File: config.mk
export PLATFORM = sky130hd
export DESIGN_NAME = dfs_front_flat
export DESIGN_NICKNAME = d
export VERILOG_FILES = /design/src/rtl/assert_macros.svh /design/src/rtl/dfs_pkg.sv /design/src/rtl/dfs_if.sv /design/src/rtl/dfs_front.sv /design/src/flat_wrapper.sv
export SDC_FILE = /design/constraint.sdc
export NUM_CORES = 1
export LEC_CHECK = 0
export BUFFER_PORTS_ARGS = -buffer_cell sky130_fd_sc_hd__buf_2
export CORE_UTILIZATION = 46
export DETAILED_ROUTE_END_ITERATION = 8
export GPL_ROUTABILITY_DRIVEN = 0
export GPL_TIMING_DRIVEN = 0
export HOLD_SLACK_MARGIN = 0.06
export PLACE_DENSITY = 0.73
export SLEW_MARGIN = 5
export SYNTH_ARGS = -nofsm -noshare
export SYNTH_HDL_FRONTEND = slang
export SYNTH_SLANG_ARGS = --single-unit
File: constraint.sdc
create_clock -name clk -period 2.7 [get_ports clk]
set_input_delay 0.405 -clock clk [delete_from_list [all_inputs] [get_ports clk]]
set_output_delay 0.405 -clock clk [all_outputs]
set_load 0.005 [all_outputs]
File: src/rtl/assert_macros.svh
// Assertion macros used by the back end RTL file.
`ifndef ASSERT_MACROS_SVH
`define ASSERT_MACROS_SVH
`ifndef SYNTHESIS
// Check that an expression holds at every clock edge out of reset.
`define AST_CHECK(lbl, expr) \
  lbl: assert property (@(posedge clk) disable iff (rst) (expr)) \
    else $error("assertion failed");
// Check that a condition implies a consequence in the same cycle.
`define AST_IMPLY(lbl, cond, cons) \
  lbl: assert property (@(posedge clk) disable iff (rst) (cond) |-> (cons)) \
    else $error("assertion failed");
`else
`define AST_CHECK(lbl, expr)
`define AST_IMPLY(lbl, cond, cons)
`endif
`endif

File: src/rtl/dfs_pkg.sv
// Package: sizes, codes and the command type of the field substitution unit.
`timescale 1ns / 1ps
`default_nettype none
package dfs_pkg;
  localparam int ENTRY_MAX   = 16;
  localparam int NAME_LEN    = 20;
  localparam int CONTENT_LEN = 40;
  localparam int RAW_MAX     = 32;

  localparam int ENTRY_W = 4;
  localparam int NAME_AW = 9;   // 320 name bytes
  localparam int CONT_AW = 10;  // 640 content bytes
  localparam int KEY_IW  = 5;   // key buffer index / length
  localparam int POS_W   = 6;
  localparam int RAW_IW  = 5;
  localparam int RAW_CW  = 6;
  localparam int CLR_W   = 10;
  localparam int CNT_W   = 5;

  localparam logic [7:0] CHAR_AMP   = 8'h26;
  localparam logic [7:0] CHAR_SPACE = 8'h20;

  localparam logic [1:0] OP_NAME = 2'd0;
  localparam logic [1:0] OP_CONT = 2'd1;
  localparam logic [1:0] OP_TEXT = 2'd2;
  localparam logic [1:0] OP_END  = 2'd3;

  localparam logic [1:0] K_NAME = 2'd0;
  localparam logic [1:0] K_CONT = 2'd1;
  localparam logic [1:0] K_TEXT = 2'd2;
  localparam logic [1:0] K_END  = 2'd3;

  typedef struct packed {
    logic [1:0]         kind;
    logic [ENTRY_W-1:0] entry;
    logic [POS_W-1:0]   position;
    logic [7:0]         data_byte;
  } cmd_t;
endpackage
`default_nettype wire

File: src/rtl/dfs_if.sv
// Interfaces: input word, result word and configuration channels.
`timescale 1ns / 1ps
`default_nettype none
interface dfs_in_if;
  logic       valid;
  logic       ready;
  logic [1:0] operation;
  logic [3:0] entry;
  logic [5:0] position;
  logic [7:0] data_byte;
  modport source (output valid, operation, entry, position, data_byte, input ready);
  modport sink (input valid, operation, entry, position, data_byte, output ready);
endinterface

`default_nettype wire

File: src/rtl/dfs_front.sv
// Front end: classifies input words and queues them for the back end.
`timescale 1ns / 1ps
`default_nettype none
module dfs_front
  import dfs_pkg::*;
(
  input  wire logic clk,
  input  wire logic rst,
  dfs_in_if.sink    items,
  output cmd_t      head,
  output logic      head_valid,
  input  wire logic head_ready
);
  cmd_t       q0, q1, cmd;
  logic [1:0] count;
  logic       keep, push, pop;

  always_comb begin
    cmd.entry     = items.entry;
    cmd.position  = items.position;
    cmd.data_byte = items.data_byte;
    keep          = 1'b1;
    unique case (items.operation)
      OP_NAME: begin
        cmd.kind = K_NAME;
        keep     = items.position < POS_W'(NAME_LEN);
      end
      OP_CONT: begin
        cmd.kind = K_CONT;
        keep     = items.position < POS_W'(CONTENT_LEN);
      end
      OP_TEXT: cmd.kind = (items.data_byte == 8'd0) ? K_END : K_TEXT;
      default: cmd.kind = K_END;
    endcase
  end

  assign items.ready = (count != 2'd2);
  assign push        = items.valid && items.ready && keep;
  assign head        = q0;
  assign head_valid  = (count != 2'd0);
  assign pop         = head_valid && head_ready;

  always_ff @(posedge clk) begin
    if (rst) begin
      count <= 2'd0;
    end else begin
      count <= count + 2'(push) - 2'(pop);
    end
  end

  // two-entry queue, head in q0
  always_ff @(posedge clk) begin
    if (pop && push) begin
      if (count == 2'd1) begin
        q0 <= cmd;
      end else begin
        q0 <= q1;
        q1 <= cmd;
      end
    end else if (pop) begin
      q0 <= q1;
    end else if (push) begin
      if (count == 2'd0) begin
        q0 <= cmd;
      end else begin
        q1 <= cmd;
      end
    end
  end
endmodule
`default_nettype wire

File: src/flat_wrapper.sv
// flat-port wrapper written by rule: the top's interface ports become plain ports
module dfs_front_flat import dfs_pkg::*;
  (clk, rst, head, head_valid, head_ready, items_valid, items_operation, items_entry, items_position, items_data_byte, items_ready);
  dfs_in_if items_i ();
  input  wire logic clk;
  input  wire logic rst;
  output cmd_t head;
  output logic head_valid;
  input  wire logic head_ready;
  input wire logic [$bits(items_i.valid)-1:0] items_valid;
  input wire logic [$bits(items_i.operation)-1:0] items_operation;
  input wire logic [$bits(items_i.entry)-1:0] items_entry;
  input wire logic [$bits(items_i.position)-1:0] items_position;
  input wire logic [$bits(items_i.data_byte)-1:0] items_data_byte;
  output wire logic [$bits(items_i.ready)-1:0] items_ready;
  assign items_i.valid = items_valid;
  assign items_i.operation = items_operation;
  assign items_i.entry = items_entry;
  assign items_i.position = items_position;
  assign items_i.data_byte = items_data_byte;
  assign items_ready = items_i.ready;
  dfs_front u_core (.clk(clk), .rst(rst), .items(items_i), .head(head), .head_valid(head_valid), .head_ready(head_ready));
endmodule
==> results_tabular.tex <==
\begin{tabular}{lr}
\hline
Metric & Value \\
\hline
\multicolumn{2}{l}{\textbf{Outcome}} \\
\quad Run status & complete, no violations \\
\multicolumn{2}{l}{\textbf{CTS}} \\
\quad Clock tree from TritonCTS & built \\
\quad Post-CTS setup buffer count & 0 \\
\quad CTS HTree Levels & 2 \\
\quad Clock Sinks & 42 \\
\quad Maximum clock insertion buffer count & 2 \\
\quad Clock slew seen by the registers of the worst setup and hold paths & 70 ps \\
\quad Master cell of the clock root buffer & sky130\_fd\_sc\_hd\_\_clkbuf\_8 \\
\quad CTS Buf Count & 5 \\
\quad Gates resized, CTS repair & 0 \\
\quad Hold-fix buffers at CTS & 0 \\
\quad Clock network latency to the later pin of the worst-skew pair & 290 ps \\
\multicolumn{2}{l}{\textbf{GRT}} \\
\quad Overflow after GRT & 0 \\
\quad Number of antenna violations at the first check in global routing & 0 \\
\quad Via count of the first global-routing pass & 925 \\
\quad Gr usage total & 14.6\% \\
\quad Largest net degree at the start of global routing & 21 \\
\quad First-pass GRT wire length & 4280 um \\
\multicolumn{2}{l}{\textbf{Pwr}} \\
\quad Total Power Consumption & 2.03 mW \\
\quad Lkg Pwr & 0.933 nW \\
\quad Combinational power share & 26.0\% \\
\quad Worst voltage drop across the vdd grid & 0.512 mV \\
\quad Internal power summed over all cells & 1.54 mW \\
\quad Reported net switching power & 487 uW \\
\quad Sequential share of power & 46.3\% \\
\quad Clock group share of total power & 27.7\% \\
\quad Pwr Density & 924 nW/um\^{}2 \\
\quad Fraction of power spent switching nets & 24.1\% \\
\multicolumn{2}{l}{\textbf{Setup path}} \\
\quad Critical R2R Capture & u\_core.count[1] \\
\quad Family of cells with the greatest summed delay on the critical path & simple AND/OR/NAND/NOR gates \\
\quad Number of cells on the critical path & 5 \\
\quad CP Buf/Inv Count & 1 \\
\quad CP peak stage delay & 780 ps \\
\quad Required time reported for the critical path endpoint & 2610 ps \\
\quad Reg2Reg Setup Slack & 880 ps \\
\quad CP Class & input port to register \\
\quad Worst R2R Start & u\_core.count[1] \\
\quad Critical Path Source Type & input port \\
\quad Critical path fanouts, max & 20 \\
\quad Slowest cell on the critical path & sky130\_fd\_sc\_hd\_\_nor3\_4 \\
\quad Number of cell instances on the worst register-to-register path & 8 \\
\quad Chain of cells forming the critical path & buf\_2, o21ai\_0, a221oi\_2, nand2b\_1, nor3\_4 \\
\quad Arrival time of data at the critical path endpoint & 1900 ps \\
\quad CP endpoint kind & register \\
\multicolumn{2}{l}{\textbf{Detailed routing}} \\
\quad Number of optimization iterations in the first detailed-route pass & 4 \\
\quad Number of design-rule violations left by the first detailed-router iteration & 18 \\
\quad DRC violations left & 0 \\
\quad DRT antenna net count & 0 \\
\quad Vias per Instance & 4.82 \\
\quad Routed wire length & 2720 um \\
\quad Average routed wire per standard cell & 14.1 um \\
\quad Total number of vias & 930 \\
\multicolumn{2}{l}{\textbf{Finish}} \\
\quad Register area & 1240 sq um \\
\quad Number of fillers in the final layout & 275 \\
\quad Synthesis-to-finish area growth & 25.7\% \\
\quad Fraction of final layout cells with drive strength greater than 1 & 55.2\% \\
\quad Footprint of the multi-input gates & 480 sq um \\
\quad Diodes inserted & 0 \\
\quad Post-layout instance count excluding filler cells & 193 \\
\quad Post-layout nets & 170 \\
\multicolumn{2}{l}{\textbf{Timing}} \\
\quad RSZ-0062 raised after global routing & false \\
\quad Relative slew slack & 38.7\% \\
\quad Layout Skew & 6.74 ps \\
\quad Fmax & 504 MHz \\
\quad Number of max-slew violations in the final report & 0 \\
\quad Shortest period the worst path allows & 1990 ps \\
\quad WHS & 285 ps \\
\quad Measured slew at the worst slew-check pin & 917 ps \\
\quad Crit path setup slack, layout & 714 ps \\
\quad Fin Setup TNS & 0 ps \\
\quad Final setup violation count & 0 \\
\quad Final critical-path share of the clock period & 73.5\% \\
\quad Final Hold Vio Count & 0 \\
\multicolumn{2}{l}{\textbf{Yosys}} \\
\quad Flops \& latches, synth & 42 \\
\quad Number of warnings reported in the yosys synthesis log & 0 \\
\quad Cell count after synthesis & 91 \\
\quad Area share of the leading cell type in the synthesized netlist & 68.9\% \\
\quad Dominant cell by count in the synthesized netlist & sky130\_fd\_sc\_hd\_\_edfxtp\_1 \\
\quad Library cell with the largest summed area after synthesis & sky130\_fd\_sc\_hd\_\_edfxtp\_1 \\
\quad Top cells by count, synth & 40 x sky130\_fd\_sc\_hd\_\_edfxtp\_1, 20 x sky130\_fd\_sc\_hd\_\_mux2\_4, 3 x sky130\_fd\_sc\_hd\_\_inv\_1, 3 x sky130\_fd\_sc\_hd\_\_nor2\_1 \\
\quad Number of flops mapped to enable cells by yosys & 40 \\
\quad Synthesized Nets & 117 \\
\quad Ys async rst share & 0\% \\
\quad Mean Syn Cell Area & 19.2 sq um \\
\quad Leading post-synthesis cells by cell area & sky130\_fd\_sc\_hd\_\_edfxtp\_1 69\%, sky130\_fd\_sc\_hd\_\_mux2\_4 17\%, sky130\_fd\_sc\_hd\_\_dfxtp\_1 2.3\% \\
\quad Count of distinct cell types in the synthesized netlist & 23 \\
\quad Sequential area share after synthesis & 71.2\% \\
\quad Dominant register cell in the synthesized netlist & sky130\_fd\_sc\_hd\_\_edfxtp\_1 \\
\quad Post-synthesis instance area & 1740 sq um \\
\multicolumn{2}{l}{\textbf{Placed design}} \\
\quad Placed cell count & 185 \\
\quad Number of buffers added on ports & 45 \\
\quad Pre-CTS setup slack & 380 ps \\
\multicolumn{2}{l}{\textbf{Worst hold path}} \\
\quad Startpoint of the tightest hold check path & rst \\
\quad Number of stages on the worst hold path & 2 \\
\quad Worst Hold Endpoint & u\_core.count[0] \\
\quad Worst hold-check path type & input port to register \\
\multicolumn{2}{l}{\textbf{Floorplanning}} \\
\quad Number of rows in the core area & 22 \\
\quad Die area & 4040 sq um \\
\quad Starting density of the core & 47.6\% \\
\quad Die height & 63.6 um \\
\quad I/O pins & 46 \\
\quad Die X & 63.6 um \\
\quad Core outline area & 3660 sq um \\
\multicolumn{2}{l}{\textbf{Flow run}} \\
\quad MaxCap Viol Count & 0 \\
\hline
\end{tabular}
==> kinds of logic (layout without fill, tap and decap cells) <==
kind of cell,after synthesis,after routing,synth area share (%)
and+or+nand+nor,12,12,3.80
DFF,42,42,71.2
muxes,20,20,17.2
adders and majority gates,2,2,1.43
xor gates and xnor gates,2,2,1.00
AOI/OAI and AO/OA,7,7,3.23
buffers and inverters,6,60,2.15
==> sequential cells by signal (all words and copies together) (netlist names) <==
signal and count:
u_core.head 20, u_core.q1 20, u_core.count 2
==> per-layer routing <==
metal	track usage (%)	vias to the layer above	share of wire (%)
li1	-	454	-
met4	5.97	0	1.7
met5	0	-	0
met3	6.16	6	6.2
met1	15.6	442	41
met2	25.0	28	51
==> power by group through the flow <==
stage          logic [mW]  registers, mW  clock network (mW)
5_1_grt             0.575          0.952               0.602
4_1_cts             0.537          0.940               0.575
3_3_place_gp        0.478          0.953                   0
3_5_place_dp        0.534          0.955                   0
6_report            0.526          0.938               0.562
2_1_floorplan       0.295          0.973                   0
==> worst max-delay path by stage <==
stage	from	end	slack [ps]
global route	items_position[3]	u_core.q1[0]	620
floorplan	items_position[3]	u_core.head[0]	420
CTS	items_position[3]	u_core.q1[0]	700
finish	items_position[3]	u_core.q1[4]	710
detailed placement	items_position[3]	u_core.q1[14]	380
global placement	items_position[3]	u_core.head[9]	-120
==> layout make-up <==
type                       count  area share (%)
sequential                    42            56.6
multi-input combinational     43            21.9
timing repair buffer          46            11.0
clock buffer                   5            3.14
clock inverter                 3            2.91
tap                           48            2.74
buffer                         3            1.20
inverter                       3           0.514
==> stage by stage <==
stage | cell area, sq um | util [%]
3_3_place_gp | 2030 | 55.6
6_report | 2190 | 59.9
4_1_cts | 2190 | 59.9
3_5_place_dp | 2060 | 56.3
2_1_floorplan | 1750 | -
5_1_grt | 2190 | 59.9
==> worst register-to-register path: stages, from the launching register on <==
cell	delay, ps
sky130_fd_sc_hd__dfxtp_1	360
sky130_fd_sc_hd__or2_1	280
sky130_fd_sc_hd__and2_4	180
sky130_fd_sc_hd__ha_1	270
sky130_fd_sc_hd__inv_1	60
sky130_fd_sc_hd__ha_1	150
sky130_fd_sc_hd__xor2_1	200
sky130_fd_sc_hd__xnor2_1	160
sky130_fd_sc_hd__nor2_1	60
==> cells in the final DEF (no fill, tap or decap) <==
cell,n
sky130_fd_sc_hd__and2_4,1
sky130_fd_sc_hd__nor3_4,1
sky130_fd_sc_hd__dfxtp_1,2
sky130_fd_sc_hd__clkbuf_8,5
sky130_fd_sc_hd__bufinv_16,2
sky130_fd_sc_hd__mux2_4,20
sky130_fd_sc_hd__buf_8,1
sky130_fd_sc_hd__nand2b_1,2
sky130_fd_sc_hd__or2_1,1
sky130_fd_sc_hd__xnor2_1,1
sky130_fd_sc_hd__nand2_1,1
sky130_fd_sc_hd__o21ai_0,2
sky130_fd_sc_hd__ha_1,2
sky130_fd_sc_hd__nor4_1,1
sky130_fd_sc_hd__edfxtp_1,40
sky130_fd_sc_hd__a221oi_2,1
sky130_fd_sc_hd__buf_2,45
sky130_fd_sc_hd__nor2b_1,2
sky130_fd_sc_hd__clkinv_1,1
sky130_fd_sc_hd__inv_1,3
sky130_fd_sc_hd__a21oi_1,1
sky130_fd_sc_hd__o21bai_2,1
sky130_fd_sc_hd__clkbuf_1,1
sky130_fd_sc_hd__o21ai_2,1
sky130_fd_sc_hd__xor2_1,1
sky130_fd_sc_hd__a41o_1,1
sky130_fd_sc_hd__buf_6,2
sky130_fd_sc_hd__nor2_1,3
Note: power is estimated with default switching activity, not from simulation.
